==> src/hw/rtl/mbd_pkg.sv <==
`timescale 1ns / 1ps
`default_nettype none
// shared constants and types for the multi-button debouncer
// no dependencies

package mbd_pkg;

	localparam int NUM_BUTTONS = 14;
	localparam int FIELD_W     = 14;
	localparam int CNT_W       = 8;
	localparam int CFG_IDX_W   = 2;

	localparam logic [CNT_W-1:0] PRESS_RESET   = CNT_W'(3);
	localparam logic [CNT_W-1:0] RELEASE_RESET = CNT_W'(20);

	localparam logic [CFG_IDX_W-1:0] REG_PRESS_TICKS   = CFG_IDX_W'(0);
	localparam logic [CFG_IDX_W-1:0] REG_RELEASE_TICKS = CFG_IDX_W'(1);

	typedef struct packed {
		logic stable_nxt;
		logic flip;
	} lane_out_t;

	typedef struct packed {
		logic [FIELD_W-1:0] stable;
		logic               changed;
	} result_t;

endpackage

`default_nettype wire

==> src/hw/rtl/mbd_lane.sv <==
`timescale 1ns / 1ps
`default_nettype none
// one debounce lane: stable bit and settle down-counter for a single button
// depends on mbd_pkg

module mbd_lane (
	input  wire logic                      clk,
	input  wire logic                      arst_n,
	input  wire logic                      en,
	input  wire logic                      raw,
	input  wire logic [mbd_pkg::CNT_W-1:0] press_ticks,
	input  wire logic [mbd_pkg::CNT_W-1:0] release_ticks,
	output mbd_pkg::lane_out_t             lane_out
);
	import mbd_pkg::*;

	logic             stable_q;
	logic [CNT_W-1:0] cnt_q;
	logic             stable_d;
	logic [CNT_W-1:0] cnt_d;
	logic             flip;

	always_comb begin
		stable_d = stable_q;
		flip     = 1'b0;
		if (raw == stable_q) begin
			cnt_d = stable_q ? release_ticks : press_ticks;
		end else if (cnt_q <= CNT_W'(1)) begin
			// zero also expires here instead of wrapping
			stable_d = raw;
			flip     = 1'b1;
			cnt_d    = raw ? release_ticks : press_ticks;
		end else begin
			cnt_d = cnt_q - CNT_W'(1);
		end
	end

	always_ff @(posedge clk or negedge arst_n) begin
		if (!arst_n) begin
			stable_q <= 1'b0;
			cnt_q    <= PRESS_RESET;
		end else if (en) begin
			stable_q <= stable_d;
			cnt_q    <= cnt_d;
		end
	end

	assign lane_out.stable_nxt = stable_d;
	assign lane_out.flip       = flip;

endmodule

`default_nettype wire

==> src/hw/rtl/mbd_merge.sv <==
`timescale 1ns / 1ps
`default_nettype none
// merges lane results into one result request and holds it in an output
// register with a skid stage; depends on mbd_pkg

module mbd_merge (
	input  wire logic                            clk,
	input  wire logic                            arst_n,
	input  wire logic                            take,
	input  mbd_pkg::lane_out_t [mbd_pkg::NUM_BUTTONS-1:0] lanes,
	output logic                                 full,
	output logic                                 res_valid,
	input  wire logic                            res_stall,
	output mbd_pkg::result_t                     res
);
	import mbd_pkg::*;

	result_t merged;
	result_t out_q;
	result_t skid_q;
	logic    out_valid_q;
	logic    skid_valid_q;
	logic    out_free;

	always_comb begin
		merged = '0;
		for (int i = 0; i < NUM_BUTTONS; i++) begin
			if (i < FIELD_W) begin
				merged.stable[i] = lanes[i].stable_nxt;
			end
			merged.changed = merged.changed | lanes[i].flip;
		end
	end

	assign out_free = !out_valid_q || !res_stall;

	always_ff @(posedge clk or negedge arst_n) begin
		if (!arst_n) begin
			out_valid_q  <= 1'b0;
			skid_valid_q <= 1'b0;
		end else begin
			if (out_free) begin
				out_valid_q  <= skid_valid_q || take;
				skid_valid_q <= 1'b0;
			end else if (take) begin
				skid_valid_q <= 1'b1;
			end
		end
	end

	always_ff @(posedge clk) begin
		if (out_free) begin
			if (skid_valid_q) begin
				out_q <= skid_q;
			end else if (take) begin
				out_q <= merged;
			end
		end
		if (take && !(out_free && !skid_valid_q)) begin
			skid_q <= merged;
		end
	end

	assign full      = skid_valid_q;
	assign res_valid = out_valid_q;
	assign res       = out_q;

endmodule

`default_nettype wire

==> src/hw/rtl/multi_button_debouncer_unit.sv <==
`timescale 1ns / 1ps
`default_nettype none
// Multi-button debouncer, top level.
// Depends on mbd_pkg, mbd_lane and mbd_merge.
//
// Each input request on in_valid/in_stall carries one raw sample of all
// buttons (raw_buttons, 1 = pressed). One result request per sample leaves on
// out_valid/out_stall: the debounced vector and a flag for any flip.
// An accepted sample's result is registered in the output register, or in the
// skid register while out_stall holds the output. Throughput is one sample per
// cycle while in_stall is low; one debounce lane per button updates its stable
// bit and settle counter in parallel, and an OR merge forms the change flag.
// When out_stall holds the result, one more sample is taken into a skid
// register; in_stall rises only once that skid register is occupied.
// press_ticks and release_ticks are written through cfg_we/cfg_index/
// cfg_data; a new value is used at the next counter reload.
// Reset clears all buttons to released, loads every counter with 3, sets
// press_ticks to 3 and release_ticks to 20, and empties the output side.

module multi_button_debouncer_unit (
	input  wire logic                          clk,
	input  wire logic                          arst_n,
	input  wire logic                          in_valid,
	output logic                               in_stall,
	input  wire logic [mbd_pkg::FIELD_W-1:0]   raw_buttons,
	output logic                               out_valid,
	input  wire logic                          out_stall,
	output logic [mbd_pkg::FIELD_W-1:0]        stable_buttons,
	output logic                               any_changed,
	input  wire logic                          cfg_we,
	input  wire logic [mbd_pkg::CFG_IDX_W-1:0] cfg_index,
	input  wire logic [mbd_pkg::CNT_W-1:0]     cfg_data
);
	import mbd_pkg::*;

	logic [CNT_W-1:0]             press_ticks_q;
	logic [CNT_W-1:0]             release_ticks_q;
	logic                         take;
	logic                         full;
	logic [NUM_BUTTONS-1:0]       raw_ext;
	lane_out_t [NUM_BUTTONS-1:0]  lanes;
	result_t                      res;

	always_ff @(posedge clk or negedge arst_n) begin
		if (!arst_n) begin
			press_ticks_q   <= PRESS_RESET;
			release_ticks_q <= RELEASE_RESET;
		end else if (cfg_we) begin
			case (cfg_index)
				REG_PRESS_TICKS:   press_ticks_q   <= cfg_data;
				REG_RELEASE_TICKS: release_ticks_q <= cfg_data;
				default: ;
			endcase
		end
	end

	assign in_stall = full;
	assign take     = in_valid && !full;

	genvar g;
	generate
		for (g = 0; g < NUM_BUTTONS; g++) begin : g_lane
			// buttons past the input field always sample as released
			if (g < FIELD_W) begin : g_raw
				assign raw_ext[g] = raw_buttons[g];
			end else begin : g_zero
				assign raw_ext[g] = 1'b0;
			end

			mbd_lane u_lane (
				.clk           (clk),
				.arst_n        (arst_n),
				.en            (take),
				.raw           (raw_ext[g]),
				.press_ticks   (press_ticks_q),
				.release_ticks (release_ticks_q),
				.lane_out      (lanes[g])
			);
		end
	endgenerate

	mbd_merge u_merge (
		.clk       (clk),
		.arst_n    (arst_n),
		.take      (take),
		.lanes     (lanes),
		.full      (full),
		.res_valid (out_valid),
		.res_stall (out_stall),
		.res       (res)
	);

	assign stable_buttons = res.stable;
	assign any_changed    = res.changed;

endmodule

`default_nettype wire

==> config.mk <==
export PLATFORM = sky130hd
export DESIGN_NAME = multi_button_debouncer_unit
export DESIGN_NICKNAME = d
export VERILOG_FILES = /design/src/hw/rtl/mbd_pkg.sv /design/src/hw/rtl/mbd_lane.sv /design/src/hw/rtl/mbd_merge.sv /design/src/hw/rtl/multi_button_debouncer_unit.sv
export SDC_FILE = /design/constraint.sdc
export NUM_CORES = 1
export LEC_CHECK = 0
export ABC_AREA = 1
export BUFFER_PORTS_ARGS = -buffer_cell sky130_fd_sc_hd__buf_2
export CORE_MARGIN = 4
export CORE_UTILIZATION = 55
export DETAILED_ROUTE_END_ITERATION = 16
export PLACE_DENSITY = 0.72
export REMOVE_ABC_BUFFERS = 1
export SLEW_MARGIN = 25
export SYNTH_ARGS = -nofsm -noshare
export SYNTH_HDL_FRONTEND = slang
export SYNTH_SLANG_ARGS = --single-unit
==> constraint.sdc <==
create_clock -name clk -period 3.2 [get_ports clk]
set_input_delay 0.64 -clock clk [delete_from_list [all_inputs] [get_ports clk]]
set_output_delay 0.64 -clock clk [all_outputs]
set_load 0.1 [all_outputs]
# == After elaboration in Yosys (flattened, before gate mapping) ==
# Cells that the tools add are included.
# op_classes
bitwise,13
n_mux,116
add_sub_neg,14
reduce_logical,15
order_cmp,14
eq_ne,15
# ops
op,count
8-bit 2-to-1 mux,56
8-bit by 1-bit less-or-equal comparator with 1-bit output (second input constant),14
8-bit by 1-bit subtractor with 8-bit output (second input constant),14
1-bit 2-to-1 mux,58
15-bit 2-to-1 mux,2
1-bit == test,14
1-bit OR,13
2-bit AND reduction,3
1-bit zero test,4
2-bit nonzero test,2
1-bit logical AND,3
2-bit by 1-bit == test with 1-bit output (second input constant),1
2-bit zero test,1
1-bit logical OR,2
# word_totals
in_bits,29
reg_bits,174
wordCells,223
out_inout_bits,17

# == Logic depth before layout (Yosys ltp) ==
# Gate-level depths: netlist (run 1).
# depth
ltp_word,18
depth_mapped,11
ltp_nobuf,11

# == Cells and area by module ==
# Synthesis (run 1) repeated with hierarchy kept, for this count alone.
# hier_totals
cells_unflattened,2173
area_unflattened_um2,14719.1
# modules_own_cells
mod,cells_per_inst,n_inst,area_each_um2,seq_area_each_um2
mbd_lane (g_lane[0].u_lane ...),140,9,923.4,227.7
mbd_lane (g_lane[5].u_lane ...),148,5,890.9,227.7
mbd_merge,100,1,1246.2,950.9
multi_button_debouncer_unit,73,1,708.2,405.4

# == Worst setup path before layout (run 1) ==
# No wires, ideal clock.
# synth_timing
path_kind,register to register
from,"reg u_merge.skid_valid_q, in the netlist u_merge.full"
to,reg u_merge.skid_q[0] (netlist name) (enable)
period_less_slack_ns,2.595
setup_ns,0.386
required_ns,2.814
arrival_time_ns,2.209
stages_incl_launch_ff,7
slack_ns,0.605
path_buffers,3
path_cell_list,dfrtp_1 > buf_2 > inv_4 > nand2_4 > buf_2 > buf_2 > nor2_1
# synth_via
elab_chain_cells,4
elab_cells_between_ends,5
cone_classes,reduce/logical (5)
# synth_lines
item,line_no,text
from (decl),mbd_merge.sv:22,logic skid_valid_q;
from (signal assigned),mbd_merge.sv:40,skid_valid_q <= 1'b0;
from (signal assigned),mbd_merge.sv:44,skid_valid_q <= 1'b0;
from (signal assigned),mbd_merge.sv:46,skid_valid_q <= 1'b1;
1-bit zero test *,"mbd_merge.sv:59, multi_button_debouncer_unit.sv:58",
1-bit logical AND,mbd_merge.sv:59,if (take && !(out_free && !skid_valid_q)) begin
1-bit zero test,mbd_merge.sv:59,
1-bit logical AND *,mbd_merge.sv:59,
to (signal assigned),mbd_merge.sv:60,skid_q <= merged;
to (decl),mbd_merge.sv:20,result_t skid_q;
# Every way passes the cells marked *; elsewhere a longest branch is shown, timed or not.
# A chain may end at the register's enable or synchronous reset.

# == Final worst setup path (run 1) ==
# layout_timing
from,"reg u_merge.skid_valid_q, in the netlist u_merge.full"
to,out in_stall
# layout_lines
item,line_no,text
to (decl),multi_button_debouncer_unit.sv:24,"output logic in_stall,"
# No word-level cell between the ends.

==> qor.csv, run 1 <==
metric,value,unit
cp_data_required_time,2560,ps
post-synth-top-area-fraction,23.73,%
nets,1701,
cp_max_fo,26,
post-route-util,60.00,%
synth_cell_type_count,46,
fin_skew,15.86,ps
reg2reg_slack,1170,ps
status,"complete, no violations",
cts-resized-gates,0,
ff2ff_path_depth,9,
max_stage_delay,490,ps
drive_gt1_share,11.41,%
synth-seq-area-share,38.48,%
fp.dieW,154.5,um
syn-cell-area,11810,um^2
cts-buffers-inserted,17,
maxCapViolCount,0,
clock_sinks,174,
switching_share,46.35,%
area_growth,7.152,%
crit_arrival,1660,ps
grt_overflow_total,0,
r2r-start,g_lane[10].u_lane.cnt_q[0]$_DFFE_PN1P_,
drtPass1Iterations,5,
start_util,56.00,%
mostFrequentLayoutCells,"nand2_1, o21ai_0, inv_1, nor2_1, dfrtp_1",
cts_root_buf,clkbuf_16,
hold_violations,0,
route.vias.total,11039,
finalCritPeriodShare,71.89,%
wire_per_inst,17.01,um
cp_cell_sequence,"buf_4, buf_2",
p_per_area,915.5,nW/um^2
place_congestion,0.9334,
antenna_found_initial,0,
dr.max_layer_used,met4,
min_period,2300,ps
grt_pass1_wl,53080,um
vias_per_cell,5.714,
port_buffers,45,
ctsHoldBuffers,0,
m1WireLength,14440,um
yosysWarnings,0,
cts_setup_buffers,0,
power_frac_comb,46.9,%
die_area,23880,um^2
finalPower,0.01158,W
fillCellCount,1958,
wirelength,32870,um
avgSynthCellArea,7.170,um^2
fin_setup_tns,0,ps
setup_viol,0,
p_seq_share,34.6,%
fmax,434.7,MHz
syn_inst,1647,
hold_path.class,in -> async,
r2r_end,u_merge.res[11]$_DFFE_PP_,
p_leak,6.019,nW
synth_edf_count,30,
grt_max_degree,61,
antenna_cells,0,
cts.path.max_buffers,2,
async_flop_share,82.76,%
path_clk_slew,70,ps
grt_use_total,27.81,%
grt_pass1_vias,10194,
fp.dieH,154.5,um
wl_met2,14640,um
drtIter0Drc,1023,
internal_power,0.006214,W
dp_hpwl,21600,um
clock_latency,440,ps
ant_nets,0,
cp_slowest_cell,buf_2,
slew_viol_final,0,
cts_tree,built,
p_switching,0.005369,W
cp-end-kind,output port,
place_inst,1900,
wl_met3,2691,um
ir_drop,431.3,uV
num_io_pins,46,
p_clk_share,18.5,%
drc,0,
htree_levels,4,
ys_top_cells_by_area,"dfrtp_1, nand2_1, o21ai_0",
core_area,21090,um^2
multi_input_area,6053,um^2
final_common_cell,nand2_1,
rsz0062_at_grt,no,
synth_seq_cells,174,
synth_ff_type,dfrtp_1,
register_area,4544,um^2
max_slew_margin,36.73,%
instances_no_fill,1932,
num_rows,53,
startpoint_type,register,
crit_type,reg -> out,
yosysTopAreaCell,dfrtp_1,
worstMarginPinSlew,949.1,ps
[worst max-delay path by stage]
stage	slack (ps)	cells after the start	startpoint	to
floorplan	320	6	u_merge.full$_DFFE_PN0P_	g_lane[0].u_lane.cnt_q[7]$_DFFE_PN0P_
global route	850	2	u_merge.full$_DFFE_PN0P_	in_stall
detailed placement	1090	7	in_valid	g_lane[13].u_lane.cnt_q[2]$_DFFE_PN0P_
CTS	890	2	u_merge.full$_DFFE_PN0P_	in_stall
finish	900	2	u_merge.full$_DFFE_PN0P_	in_stall
global placement	1100	7	in_valid	g_lane[13].u_lane.cnt_q[2]$_DFFE_PN0P_
[per-layer routing]
layer,track usage (%),vias up
met5,0,-
met3,4.365,76
met2,42.97,499
li1,-,5372
met4,11.35,0
met1,39.26,5092
[worst max-delay path, delay by kind of cell (launching register included)]
family                 cells  cell delay (ps)
DFF                        1              390
buffers and inverters      2              820
[logic make-up (layout without fill, tap and decap cells)]
logic type               count (synthesis)  count (layout)  share of synthesized area, %
AND/OR/NAND/NOR                        707             707                         25.73
flip-flops                             174             174                         38.48
XOR/XNOR                                43              43                         3.316
adder cells (fa/ha/maj)                 28              28                         2.967
AO/OA/AOI/OAI                          416             416                         19.22
buffers and inverters                  279             289                         10.29
[power by group through the flow]
stage	Clock (W)	Combinational (W)	Sequential, W
2_1_floorplan	0	0.00386	0.00414
3_3_place_gp	0	0.00524	0.00400
3_5_place_dp	0	0.00535	0.00402
4_1_cts	0.00218	0.00539	0.00400
5_1_grt	0.00227	0.00617	0.00411
6_report	0.00214	0.00543	0.00401
[flip-flops by register name (all words and copies together) (netlist names)]
name and flops:
g_lane.u_lane.stable_q 14, g_lane.u_lane.cnt_q 112, u_merge.res 15, u_merge.full 1, press_ticks_q 8, u_merge.skid_q 15
release_ticks_q 8, u_merge.res_valid 1
[Yosys cell counts, types with 13 or more instances]
master / n
edfxtp_1: 30
o21ai_1: 20
o21ai_0: 256
dfrtp_1: 112
nand3_1: 73
xor2_1: 41
o22ai_1: 25
ha_1: 28
dfstp_2: 32
buf_2: 24
nor2_1: 134
buf_4: 13
inv_2: 16
nand2_1: 427
o211ai_1: 33
a21oi_1: 63
nor2_2: 13
nand4_1: 13
clkbuf_1: 31
inv_1: 179
[layout make-up]
type | instances | area share [%]
timing repair buffer | 58 | 2.897
sequential | 174 | 35.91
clock buffer | 20 | 3.619
inverter | 199 | 5.953
tap | 275 | 2.719
multi-input combinational | 1194 | 47.84
clock inverter | 12 | 1.058
[per-stage QoR]
step | setup WS, ps | instance area [um^2] | hold WS [ps]
2_1_floorplan | 320.8 | 11350 | 344.4
3_3_place_gp | 1096 | 12060 | 457.2
3_5_place_dp | 1087 | 12060 | 465.2
4_1_cts | 889.0 | 12650 | 132.0
5_1_grt | 850.8 | 12650 | 153.1
6_report | 899.6 | 12650 | 115.7
(Power assumes the default switching activity.)
==> inputs of run 2 (changes only) <==
clock period = 2.2 ns   (was 3.2 ns; I/O delays follow)
==> run 2 against run 1 <==
  * Final area rose by 1.8%
  * Largest cell class unchanged
  * Critical path type is now reg -> reg
  * Die area is the same
  * Global-route usage rose by 0.096 points
  * Sequential power increased by 42%
==> qor.csv, run 2 (synthesis results as in run 1) <==
metric,value,unit,change
cts.path.max_buffers,2,,unchanged
post-place-ws,233.9,ps,-853.2 ps
largest_register_ffs,112,,unchanged
final_cell_area,12880,um^2,+1.8%
fin_setup_tns,0,ps,unchanged
grt_pass1_vias,10142,,-0.51%
wire_per_inst,16.86,um,-0.90%
grt_pass1_wl,53390,um,+0.59%
mostFrequentLayoutCells,"nand2_1, o21ai_0, inv_1, nor2_1, dfrtp_1",,
crit_cells,7,,+5
m1WireLength,14890,um,+3.1%
postPlaceCellArea,12240,um^2,+1.5%
route.vias.total,11020,,-0.17%
setup_viol,0,,unchanged
dp_hpwl,22350,um,+3.5%
dr.max_layer_used,met4,,
slew_viol_final,0,,unchanged
cts_tree,built,,
antenna_found_initial,0,,unchanged
ant_nets,0,,unchanged
drtIter0Drc,883,,-14%
path_delay_family,compound AO/OA/AOI/OAI gates,,
p_leak,6.160,nW,+2.3%
core_area,21090,um^2,unchanged
fp.dieW,154.5,um,unchanged
maxCapViolCount,0,,unchanged
fmax,492.9,MHz,
ff2ff_path_depth,7,,-2
min_path_cells,3,,
internal_power,0.009249,W,+49%
drc,0,,unchanged
p_seq_share,33.5,%,-1.1 points
cts-buffers-inserted,17,,unchanged
port_buffers,45,,unchanged
wirelength,32890,um,about the same
hold_path.class,in -> reg,,
post-route-util,61.06,%,+1.1 points
p_clk_share,19.2,%,+0.7 points
crit_arrival,2190,ps,+530 ps
cp_data_required_time,2360,ps,-200 ps
startpoint_type,register,,
wl_met3,2266,um,-16%
crit_type,reg -> reg,,
finalCritPeriodShare,92.22,%,
status,"complete, no violations",,
reg2reg_slack,170,ps,-1000 ps
nets,1720,,+1.1%
wl_met2,14890,um,+1.7%
path_buf_inv,1,,-1
area_growth,9.038,%,
switching_share,45.76,%,-0.59 points
worstMarginPinSlew,756.8,ps,-192.3 ps
drive_gt1_share,12.47,%,+1.1 points
clock_latency,450,ps,about the same
path_clk_slew,70,ps,about the same
regMostFlops,g_lane.u_lane.cnt_q,,
cts_root_buf,clkbuf_16,,
cp_max_fo,4,,-85%
max_slew_margin,49.49,%,+13 points
fillCellCount,1963,,+0.26%
grt_overflow_total,0,,unchanged
power_frac_comb,47.3,%,+0.4 points
final_common_cell,nand2_1,,
cp_cell_sequence,"inv_1, ha_1, nor2_1, nor2_1, nand2_1, o21ai_0, o21ai_0",,
cts_setup_buffers,0,,unchanged
cp-end-kind,register,,
hold_violations,0,,unchanged
clock_sinks,174,,unchanged
antenna_cells,0,,unchanged
htree_levels,4,,unchanged
p_switching,0.007803,W,+45%
rsz0062_at_grt,no,,
num_rows,53,,unchanged
place_congestion,0.9388,,+0.58%
fin_skew,13.58,ps,-2.281 ps
instances_no_fill,1951,,+0.98%
grt_use_total,27.90,%,+0.096 points
ir_drop,535.9,uV,+24%
num_io_pins,46,,unchanged
p_per_area,1324,nW/um^2,+45%
fin_ws,171.1,ps,-728.5 ps
die_area,23880,um^2,unchanged
drtPass1Iterations,5,,unchanged
fp.dieH,154.5,um,unchanged
vias_per_cell,5.648,,-1.1%
ctsHoldBuffers,1,,+1
cp_slowest_cell,o21ai_0,,
start_util,56.00,%,unchanged
max_stage_delay,490,ps,about the same
grt_max_degree,117,,+92%
min_period,2029,ps,
place_inst,1918,,+0.95%
cts-resized-gates,0,,unchanged
run 2: cell types whose count changed in the layout (fill, tap and decap cells not counted), moves of 2 or more:
| cell | delta |
|---|---|
| buf_4 | +16 |
| clkbuf_8 | +2 |
| buf_12 | +3 |
| clkinvlp_4 | -4 |
run 2: final cells by class:
type                    instances  area [um^2]  share of cell area (%)
inverters                     199        753.2                   5.850
multi-input cells            1194         6053                   47.01
repair buffers                 77        551.8                   4.285
clock buffers                  22        506.7                   3.935
well taps                     275        344.1                   2.672
flip-flops and latches        174         4544                   35.29
clock inverters                10        122.6                  0.9523
run 2: worst paths after layout:
kind | from | to
worst max-delay path | g_lane[5].u_lane.cnt_q[0]$_DFFE_PN1P_ | u_merge.res[6]$_DFFE_PP_
min in group asynchronous | arst_n | g_lane[1].u_lane.cnt_q[6]$_DFFE_PN0P_
max in group asynchronous | arst_n | g_lane[11].u_lane.cnt_q[1]$_DFFE_PN1P_
worst max register to register | g_lane[5].u_lane.cnt_q[0]$_DFFE_PN1P_ | u_merge.res[6]$_DFFE_PP_
worst min register to register | g_lane[11].u_lane.cnt_q[1]$_DFFE_PN1P_ | g_lane[11].u_lane.cnt_q[1]$_DFFE_PN1P_
worst min-delay path | cfg_data[2] | release_ticks_q[2]$_DFFE_PN1P_
run 2: routing by layer:
layer	up-vias	track usage [%]
li1	5414	-
met1	5162	40.30
met2	382	43.93
met3	62	3.525
met4	0	8.831
met5	-	0
run 2: power groups by stage:
stage	combinational (W)	sequential, W	clock, W
global placement	0.00781	0.00570	0
global route	0.00915	0.00587	0.00345
finish	0.00807	0.00571	0.00327
detailed placement	0.00797	0.00572	0
CTS	0.00802	0.00569	0.00330
floorplan	0.00561	0.00602	0
run 2: tightest hold or removal path, delay by kind of cell:
kind | cells | cell delay [ps]
AOI/OAI and AO/OA | 1 | 80
buffers and inverters | 2 | 140
run 2: per-stage QoR:
stage / hold WS (ps) / power (W)
6_report: 232.2 / 0.01705
2_1_floorplan: 144.4 / 0.01163
4_1_cts: 223.7 / 0.01701
3_3_place_gp: 416.1 / 0.01352
5_1_grt: 270.7 / 0.01847
3_5_place_dp: 417.1 / 0.01368
==> inputs of run 3 (changes only) <==
clock period = 2.3 ns   (was 2.2 ns; I/O delays follow)
==> run 3 against run 2 <==
  * Total power is 6.0% lower
  * Non-clock buffer count down 1
  * Critical path depth up 3
  * Clock power shrank 12%
  * Final area down 0.38%
  * Largest power group unchanged
  * Sequential power decreased by 4.4%
  * Die area unchanged
  * Highest routed layer is now met5
  * Final cell count did not move
  * Largest cell class unchanged
==> qor.csv, run 3 (synthesis results as in run 1) <==
metric,value,unit,change
fmax,503.2,MHz,+2.1%
grt_max_degree,62,,-47%
multi_input_area,6053,um^2,unchanged
cp-end-kind,register,,
min_period,1987,ps,-41.59 ps
postPlaceCellArea,12230,um^2,about the same
grt_pass1_wl,52790,um,-1.1%
p_seq_share,34.0,%,+0.5 points
regMostFlops,g_lane.u_lane.cnt_q,,
crit_type,reg -> reg,,
hold_path.class,in -> reg,,
dp_hpwl,22360,um,about the same
p_leak,6.126,nW,-0.56%
grt_use_total,27.69,%,-0.21 points
cp_max_fo,12,,+8
register_area,4544,um^2,unchanged
num_io_pins,46,,unchanged
hold_ws,260.1,ps,+27.92 ps
p_per_area,1250,nW/um^2,-5.6%
max_slew_margin,51.13,%,+1.6 points
grt_overflow_total,0,,unchanged
clock_sinks,174,,unchanged
cts_tree,built,,
fillCellCount,1974,,+0.56%
power_frac_comb,48.0,%,+0.7 points
p_clk_share,18.0,%,-1.2 points
wire_per_inst,16.74,um,-0.72%
vias_per_cell,5.618,,-0.54%
fp.dieW,154.5,um,unchanged
die_area,23880,um^2,unchanged
place_congestion,0.9161,,-2.4%
route.vias.total,10961,,-0.54%
startpoint_type,register,,
drc,0,,unchanged
nets,1719,,-0.058%
num_rows,53,,unchanged
crit_arrival,2310,ps,+120 ps
core_area,21090,um^2,unchanged
cts_root_buf,clkbuf_16,,
finalCritPeriodShare,86.40,%,-5.8 points
maxCapViolCount,0,,unchanged
drtPass1Iterations,7,,+2
ir_drop,552.7,uV,+3.1%
port_buffers,45,,unchanged
fin_skew,8.770,ps,-4.811 ps
fp.dieH,154.5,um,unchanged
drive_gt1_share,12.24,%,-0.23 points
worstMarginPinSlew,732.3,ps,-24.50 ps
reg2reg_slack,310,ps,+140 ps
antenna_found_initial,2,,+2
cts.path.max_buffers,2,,unchanged
post-place-ws,333.1,ps,+99.22 ps
internal_power,0.008690,W,-6.0%
switching_share,45.81,%,+0.047 points
path_clk_slew,70,ps,about the same
hold_violations,0,,unchanged
final_cell_area,12830,um^2,-0.38%
post-route-util,60.83,%,-0.23 points
htree_levels,4,,unchanged
rsz0062_at_grt,no,,
cp_data_required_time,2620,ps,+260 ps
fin_ws,312.7,ps,+141.6 ps
drtIter0Drc,1088,,+23%
cts_setup_buffers,0,,unchanged
p_switching,0.007345,W,-5.9%
grt_pass1_vias,10049,,-0.92%
start_util,56.00,%,unchanged
ant_nets,0,,unchanged
slew_viol_final,0,,unchanged
status,"complete, no violations",,
area_growth,8.625,%,
cts-resized-gates,0,,unchanged
wirelength,32650,um,-0.72%
mostFrequentLayoutCells,"nand2_1, o21ai_0, inv_1, nor2_1, dfrtp_1",,
largest_register_ffs,112,,unchanged
setup_viol,0,,unchanged
clock_latency,430,ps,-20 ps
final_common_cell,nand2_1,,
cts-buffers-inserted,17,,unchanged
[run 3: cell count changes in the layout (fill, tap and decap cells not counted)]
cell / previous run / this run
clkinv_2: 3 / 1
bufinv_16: 2 / 0
clkbuf_1: 1 / 4
inv_8: 1 / 0
diode_2: 0 / 1
buf_4: 26 / 25
clkbuf_8: 2 / 4
clkinv_4: 2 / 1
clkinvlp_4: 0 / 1
[run 3: layer usage]
metal / vias up / GRT usage, % / routed length (um)
met1: 5061 / 38.40 / 14390
met5: - / 0 / 9
met4: 2 / 12.15 / 1402
met2: 385 / 43.05 / 14530
li1: 5420 / - / -
met3: 93 / 4.505 / 2317
[run 3: final cells by class]
class                      count  share of cell area [%]
clock inverter                 5                  0.3121
sequential                   174                   35.43
clock buffer                  27                   4.253
antenna                        1                 0.01951
timing repair buffer          76                   4.243
inverter                     199                   5.872
tap                          275                   2.682
multi-input combinational   1194                   47.19
[run 3: through the flow]
step / cells / TNS [ps] / power (W)
2_1_floorplan: 1567 / -61380 / 0.01112
3_3_place_gp: 1917 / 0 / 0.01294
3_5_place_dp: 1917 / 0 / 0.01308
4_1_cts: 1950 / 0 / 0.01603
5_1_grt: 1951 / 0 / 0.01739
6_report: 1951 / 0 / 0.01604
[run 3: critical path: stages, from the launching register on]
cell and delay, ps:
dfstp_2 540, inv_1 70, ha_1 220, nor2_1 120, nor2_1 70, nand2_1 90
nand2_1 250, inv_1 230, o21ai_0 100, a21oi_1 130, nor2_1 50
[run 3: power groups by stage]
stage                     Sequential [W]  Clock (W)  Combinational (W)
after floorplan                  0.00576          0            0.00536
after global placement           0.00545          0            0.00748
after detailed placement         0.00548          0            0.00760
after CTS                        0.00545    0.00292            0.00766
after global routing             0.00562    0.00303            0.00873
final                            0.00546    0.00288            0.00770
[run 3: path summary, 6_finish.rpt]
kind	start	endpoint	depth (start not counted)
max in group asynchronous	arst_n	g_lane[0].u_lane.cnt_q[1]$_DFFE_PN1P_	3
max	g_lane[3].u_lane.cnt_q[0]$_DFFE_PN1P_	g_lane[3].u_lane.cnt_q[7]$_DFFE_PN0P_	10
min in group asynchronous	arst_n	g_lane[1].u_lane.cnt_q[4]$_DFFE_PN0P_	2
max reg2reg	g_lane[3].u_lane.cnt_q[0]$_DFFE_PN1P_	g_lane[3].u_lane.cnt_q[7]$_DFFE_PN0P_	10
min	cfg_data[2]	release_ticks_q[2]$_DFFE_PN1P_	3
min reg2reg	g_lane[11].u_lane.cnt_q[1]$_DFFE_PN1P_	g_lane[11].u_lane.cnt_q[1]$_DFFE_PN1P_	2
[run 3: repair_timing]
item	in CTS	in global routing
endpoints found under the hold margin	5	0
hold buffers	1	0
endpoints found under the setup margin	0	0
